===== src/rtl/mrcr_pkg.sv =====
// ---------------------------------------------------------------------------
// mrcr_pkg: shared types and constants for the row/column reduction block
// Operation codes, register addresses, field widths, controller commands.
// ---------------------------------------------------------------------------
package mrcr_pkg;

  localparam int MAX_DIM_DEF      = 16;
  localparam int ELEMENT_BITS_DEF = 16;
  localparam int RESULT_BITS      = 40;
  localparam int INDEX_BITS       = 4;
  localparam int OP_BITS          = 3;
  localparam int CNT_BITS         = 5;
  localparam int ADDR_BITS        = 5;

  localparam logic [OP_BITS-1:0] OP_SUM  = 3'd0;
  localparam logic [OP_BITS-1:0] OP_MEAN = 3'd1;
  localparam logic [OP_BITS-1:0] OP_VAR  = 3'd2;
  localparam logic [OP_BITS-1:0] OP_MIN  = 3'd3;
  localparam logic [OP_BITS-1:0] OP_MAX  = 3'd4;

  localparam logic [ADDR_BITS-1:0] REG_OPERATION = 5'd0;
  localparam logic [ADDR_BITS-1:0] REG_AXIS      = 5'd4;
  localparam logic [ADDR_BITS-1:0] REG_COMPLEX   = 5'd8;
  localparam logic [ADDR_BITS-1:0] REG_ROWS      = 5'd12;
  localparam logic [ADDR_BITS-1:0] REG_COLS      = 5'd16;

  // Controller to datapath commands
  typedef struct packed {
    logic capture;     // register incoming item, compute |z|^2
    logic rd_bank;     // read bank entry of current group
    logic update;      // write accumulated values back
    logic div_start;   // start finishing division(s)
    logic load_out;    // load output register
  } mrcr_cmd_t;

  // Datapath to controller status
  typedef struct packed {
    logic last;        // item closes its group
    logic div_busy;
    logic out_full;
  } mrcr_sts_t;

endpackage


===== src/rtl/mrcr_ctrl.sv =====
// ---------------------------------------------------------------------------
// mrcr_ctrl: sequencing controller
// Steps each item through capture, bank read, update and optional division.
// ---------------------------------------------------------------------------
module mrcr_ctrl (
  input  logic                clk,
  input  logic                rst_n,
  input  logic                in_valid,
  output logic                in_ready,
  input  mrcr_pkg::mrcr_sts_t sts,
  output mrcr_pkg::mrcr_cmd_t cmd
);
  import mrcr_pkg::*;

  typedef enum logic [2:0] {
    S_IDLE, S_READ, S_UPDATE, S_SQUARE, S_DIVSTART, S_DIVWAIT, S_OUT
  } state_t;

  state_t state_r, state_nxt;

  always_comb begin
    state_nxt = state_r;
    cmd       = '0;
    in_ready  = 1'b0;
    unique case (state_r)
      S_IDLE: begin
        in_ready = 1'b1;
        if (in_valid) begin
          cmd.capture = 1'b1;
          state_nxt   = S_READ;
        end
      end
      S_READ: begin
        cmd.rd_bank = 1'b1;
        state_nxt   = S_UPDATE;
      end
      S_UPDATE: begin
        cmd.update = 1'b1;
        state_nxt  = sts.last ? S_SQUARE : S_IDLE;
      end
      // datapath registers the squared sums of the updated group
      S_SQUARE: begin
        state_nxt = S_DIVSTART;
      end
      S_DIVSTART: begin
        cmd.div_start = 1'b1;
        state_nxt     = S_DIVWAIT;
      end
      S_DIVWAIT: begin
        if (!sts.div_busy) begin
          state_nxt = S_OUT;
        end
      end
      S_OUT: begin
        if (!sts.out_full) begin
          cmd.load_out = 1'b1;
          state_nxt    = S_IDLE;
        end
      end
      default: state_nxt = S_IDLE;
    endcase
  end

  always_ff @(posedge clk) begin
    if (!rst_n) begin
      state_r <= S_IDLE;
    end else begin
      state_r <= state_nxt;
    end
  end
endmodule


===== config.mk =====
export PLATFORM = sky130hd
export DESIGN_NAME = mrcr_ctrl
export DESIGN_NICKNAME = d
export VERILOG_FILES = /design/src/rtl/mrcr_pkg.sv /design/src/rtl/mrcr_ctrl.sv
export SDC_FILE = /design/constraint.sdc
export NUM_CORES = 1
export LEC_CHECK = 0
export BUFFER_PORTS_ARGS = -buffer_cell sky130_fd_sc_hd__buf_2
export CORE_AREA = 2 2 39 41
export DETAILED_ROUTE_END_ITERATION = 7
export DIE_AREA = 0 0 41 43
export SKIP_LAST_GASP = 1
export SLEW_MARGIN = 20
export SYNTH_ARGS = -nofsm -noshare
export SYNTH_HDL_FRONTEND = slang
export SYNTH_SLANG_ARGS = --single-unit

===== constraint.sdc =====
create_clock -name clk -period 1.85 [get_ports clk]
set_clock_uncertainty 0.05 [all_clocks]
set_input_delay 0.37 -clock clk [delete_from_list [all_inputs] [get_ports clk]]
set_output_delay 0.37 -clock clk [all_outputs]
set_load 0.02 [all_outputs]

==> impl_metrics.yaml <==
grt:
  global_route.usage.total: 0.0712
  vias_in_the_first_global_route: 217
  antenna_found_initial: 0
  grt_pass1_wl_um: 814
  grt_max_degree: 14
  grt_remaining_overflow: 0
synthesis:
  synth.yosys.warnings: 0
  count_of_distinct_cell_types_in_the_synthesized_netlist: 21
  ys.flop_type: "sky130_fd_sc_hd__dfxtp_1"
  synth-edff-count: 0
  syn_inst: 29
  post-synth-top-area-fraction: 0.229
  synthesized_area_divided_by_synthesized_cell_count_um2: 9.06
  synth-seq-cells: 3
  synthesis.nets: 35
  synth.area.top_cells: "sky130_fd_sc_hd__dfxtp_1 23%, sky130_fd_sc_hd__buf_6 8.6%, sky130_fd_sc_hd__nand2b_1 7.1%"
  async_flop_share: 0
  mappedNetlistArea_um2: 263
  netlist.top_cell.by_area: "sky130_fd_sc_hd__dfxtp_1"
  synth_seq_area_share: 0.229
  most_frequent_cells_after_synthesis: "3 x sky130_fd_sc_hd__a21oi_1, 3 x sky130_fd_sc_hd__dfxtp_1, 3 x sky130_fd_sc_hd__nand2b_1"
clock_network:
  cts_inserted_buffers: 3
  tritoncts: "built"
  clk_pin_slew_worst_paths_ns: 0.04
  post_cts_buffers: 0
  clock_tree.root_cell: "sky130_fd_sc_hd__clkbuf_4"
  clockBufferDepth: 2
  cts_num_sinks: 3
  cts-resized-gates: 0
  postCtsHoldBufs: 0
  worst_skew_pair.late_latency_ns: 0.23
  cts_max_level: 1
critical_path:
  cpMaxStageDelayCell: "sky130_fd_sc_hd__dfxtp_1"
  crit_path_end_kind: "output pin"
  critical-path-max-stage-delay_ns: 0.54
  worstPathArrival_ns: 1.19
  crit_type: "flop to output pin"
  startpoint_types: "flop"
  crit_chain: "nor3b_1, buf_2"
  worst-path-max-fanout: 13
  timing.critical_path.required_ns: 1.43
routing:
  num_vias: 241
  drt_drc_violations_left: 0
  dr.pass1.iters: 1
  finalWirelength_um: 505
  antenna_left: 0
  post_drt_via_cell_ratio: 4.23
  first_iter_violations: 0
  drt_wl_cell_um: 8.86
power:
  pwr-share-comb: 0.342
  clock_power_share: 0.351
  power_density_nw_per_um2: 993
  vdd.ir_drop.worst_mv: 0.210
  seq_power_share: 0.307
  net-switching-power_uw: 122
  cell_internal_pwr_uw: 210
  power.share.switching: 0.367
  total_leakage_power_nw: 0.147
floorplan:
  i_o_pins: 12
  die-area_um2: 1760
  dieHeight_um: 43
  placementRows: 14
  fp.coreArea_um2: 1380
  die_width_um: 41
  initial_utilization: 0.190
cells_and_area:
  max_flop_register: "state_r"
  number_of_flip_flops_under_the_largest_register_name: 3
  synthToLayoutAreaGrowth_pct: 27.1
  layout_top_registers: "state_r (3)"
  fillers: 157
  antenna-diode-count: 0
  nNetsFinal: 48
  post_route_cells_drive_above_1_share: 0.439
  layoutNonFillerInstCount: 57
  finish.utilization: 0.241
sta:
  timing.final.hold_violations: 0
  total_negative_setup_slack_ns: 0
  setup_viol: 0
  fmaxAchievable_mhz: 620
  rsz0062_at_grt: "false"
  slew-limit-headroom: 0.736
  fin_crit_ns: 1.61
  max_slew_violation_count: 0
  hold_slack_ns: 0.337
  tightest_slew_ns: 0.395
  timing.final.crit_share: 0.871
placement:
  gp_congestion: 0.688
  place.port_buffers: 11
  dp_cell_count: 53
outcome:
  run_status: "complete, no violations"
hold_path:
  worst_hold_check_path_type: "primary input to flop"
flow_run:
  cap_viol_max_count: 0
through the flow:
step | setup WS, ns | power (mW) | cell area [um^2]
detailed placement | 0.469 | 0.218 | 308
global placement | 0.462 | 0.217 | 308
CTS | 0.212 | 0.340 | 334
floorplan | 0.305 | 0.200 | 263
global route | 0.128 | 0.360 | 334
finish | 0.238 | 0.332 | 334
power by group through the flow:
stage | Clock (mW) | Combinational (mW) | Sequential, mW
final | 0.116 | 0.113 | 0.102
after global routing | 0.129 | 0.124 | 0.107
after CTS | 0.123 | 0.115 | 0.102
after detailed placement | 0 | 0.115 | 0.103
after global placement | 0 | 0.115 | 0.103
after floorplan | 0 | 0.119 | 0.0813
cells by family (layout without fill, tap and decap cells):
| logic type | Yosys count | after routing | synth area share |
|---|---|---|---|
| AO/OA/AOI/OAI | 9 | 9 | 0.276 |
| flip-flops | 3 | 3 | 0.229 |
| AND/OR/NAND/NOR | 13 | 13 | 0.367 |
| buffers and inverters | 4 | 16 | 0.129 |
cell type report:
| type | instances | area [um^2] | area share |
|---|---|---|---|
| sequential | 3 | 60.1 | 0.180 |
| tap | 16 | 20.0 | 0.0599 |
| clock buffer | 4 | 26.3 | 0.0787 |
| multi-input combinational | 22 | 169 | 0.506 |
| inverter | 1 | 3.75 | 0.0112 |
| timing repair buffer | 11 | 55.1 | 0.165 |
critical path, delay by kind of cell, from the launching register on:
family | cells | cell delay [ns]
flops | 1 | 0.54
simple gates | 1 | 0.23
buf+inv | 1 | 0.19
layout by cell type (no fill, tap or decap):
cell type                  count
sky130_fd_sc_hd__buf_2        11
sky130_fd_sc_hd__nand2b_1      3
sky130_fd_sc_hd__a21oi_1       3
sky130_fd_sc_hd__clkbuf_4      3
sky130_fd_sc_hd__dfxtp_1       3
sky130_fd_sc_hd__nor3b_1       2
sky130_fd_sc_hd__nor2_1        1
sky130_fd_sc_hd__nor3_2        1
sky130_fd_sc_hd__and4bb_1      1
sky130_fd_sc_hd__and2_1        1
sky130_fd_sc_hd__nor3_1        1
sky130_fd_sc_hd__a31oi_1       1
sky130_fd_sc_hd__nand2b_4      1
sky130_fd_sc_hd__a21boi_2      1
sky130_fd_sc_hd__o221a_1       1
sky130_fd_sc_hd__nand2_1       1
sky130_fd_sc_hd__o22ai_1       1
sky130_fd_sc_hd__nand3b_1      1
sky130_fd_sc_hd__o21a_1        1
sky130_fd_sc_hd__inv_1         1
sky130_fd_sc_hd__a311oi_2      1
sky130_fd_sc_hd__clkbuf_1      1
worst paths after layout:
| path | startpoint | endpoint | slack [ns] | depth (start not counted) |
|---|---|---|---|---|
| setup reg to reg | state_r[2] | state_r[0] | 0.67 | 3 |
| hold / removal | rst_n | state_r[1] | 0.34 | 2 |
| hold reg to reg | state_r[0] | state_r[2] | 0.66 | 2 |
| setup / recovery | state_r[1] | cmd[2] | 0.24 | 2 |
per-layer routing:
layer  part of all wire  track usage  up-vias
met5                  0            0        -
met4                  0       0.0800        0
met3              0.055       0.0157        0
met2               0.47       0.0844        6
met1               0.47       0.0929      104
li1                   -            -      131
(Power assumes the default switching activity.)
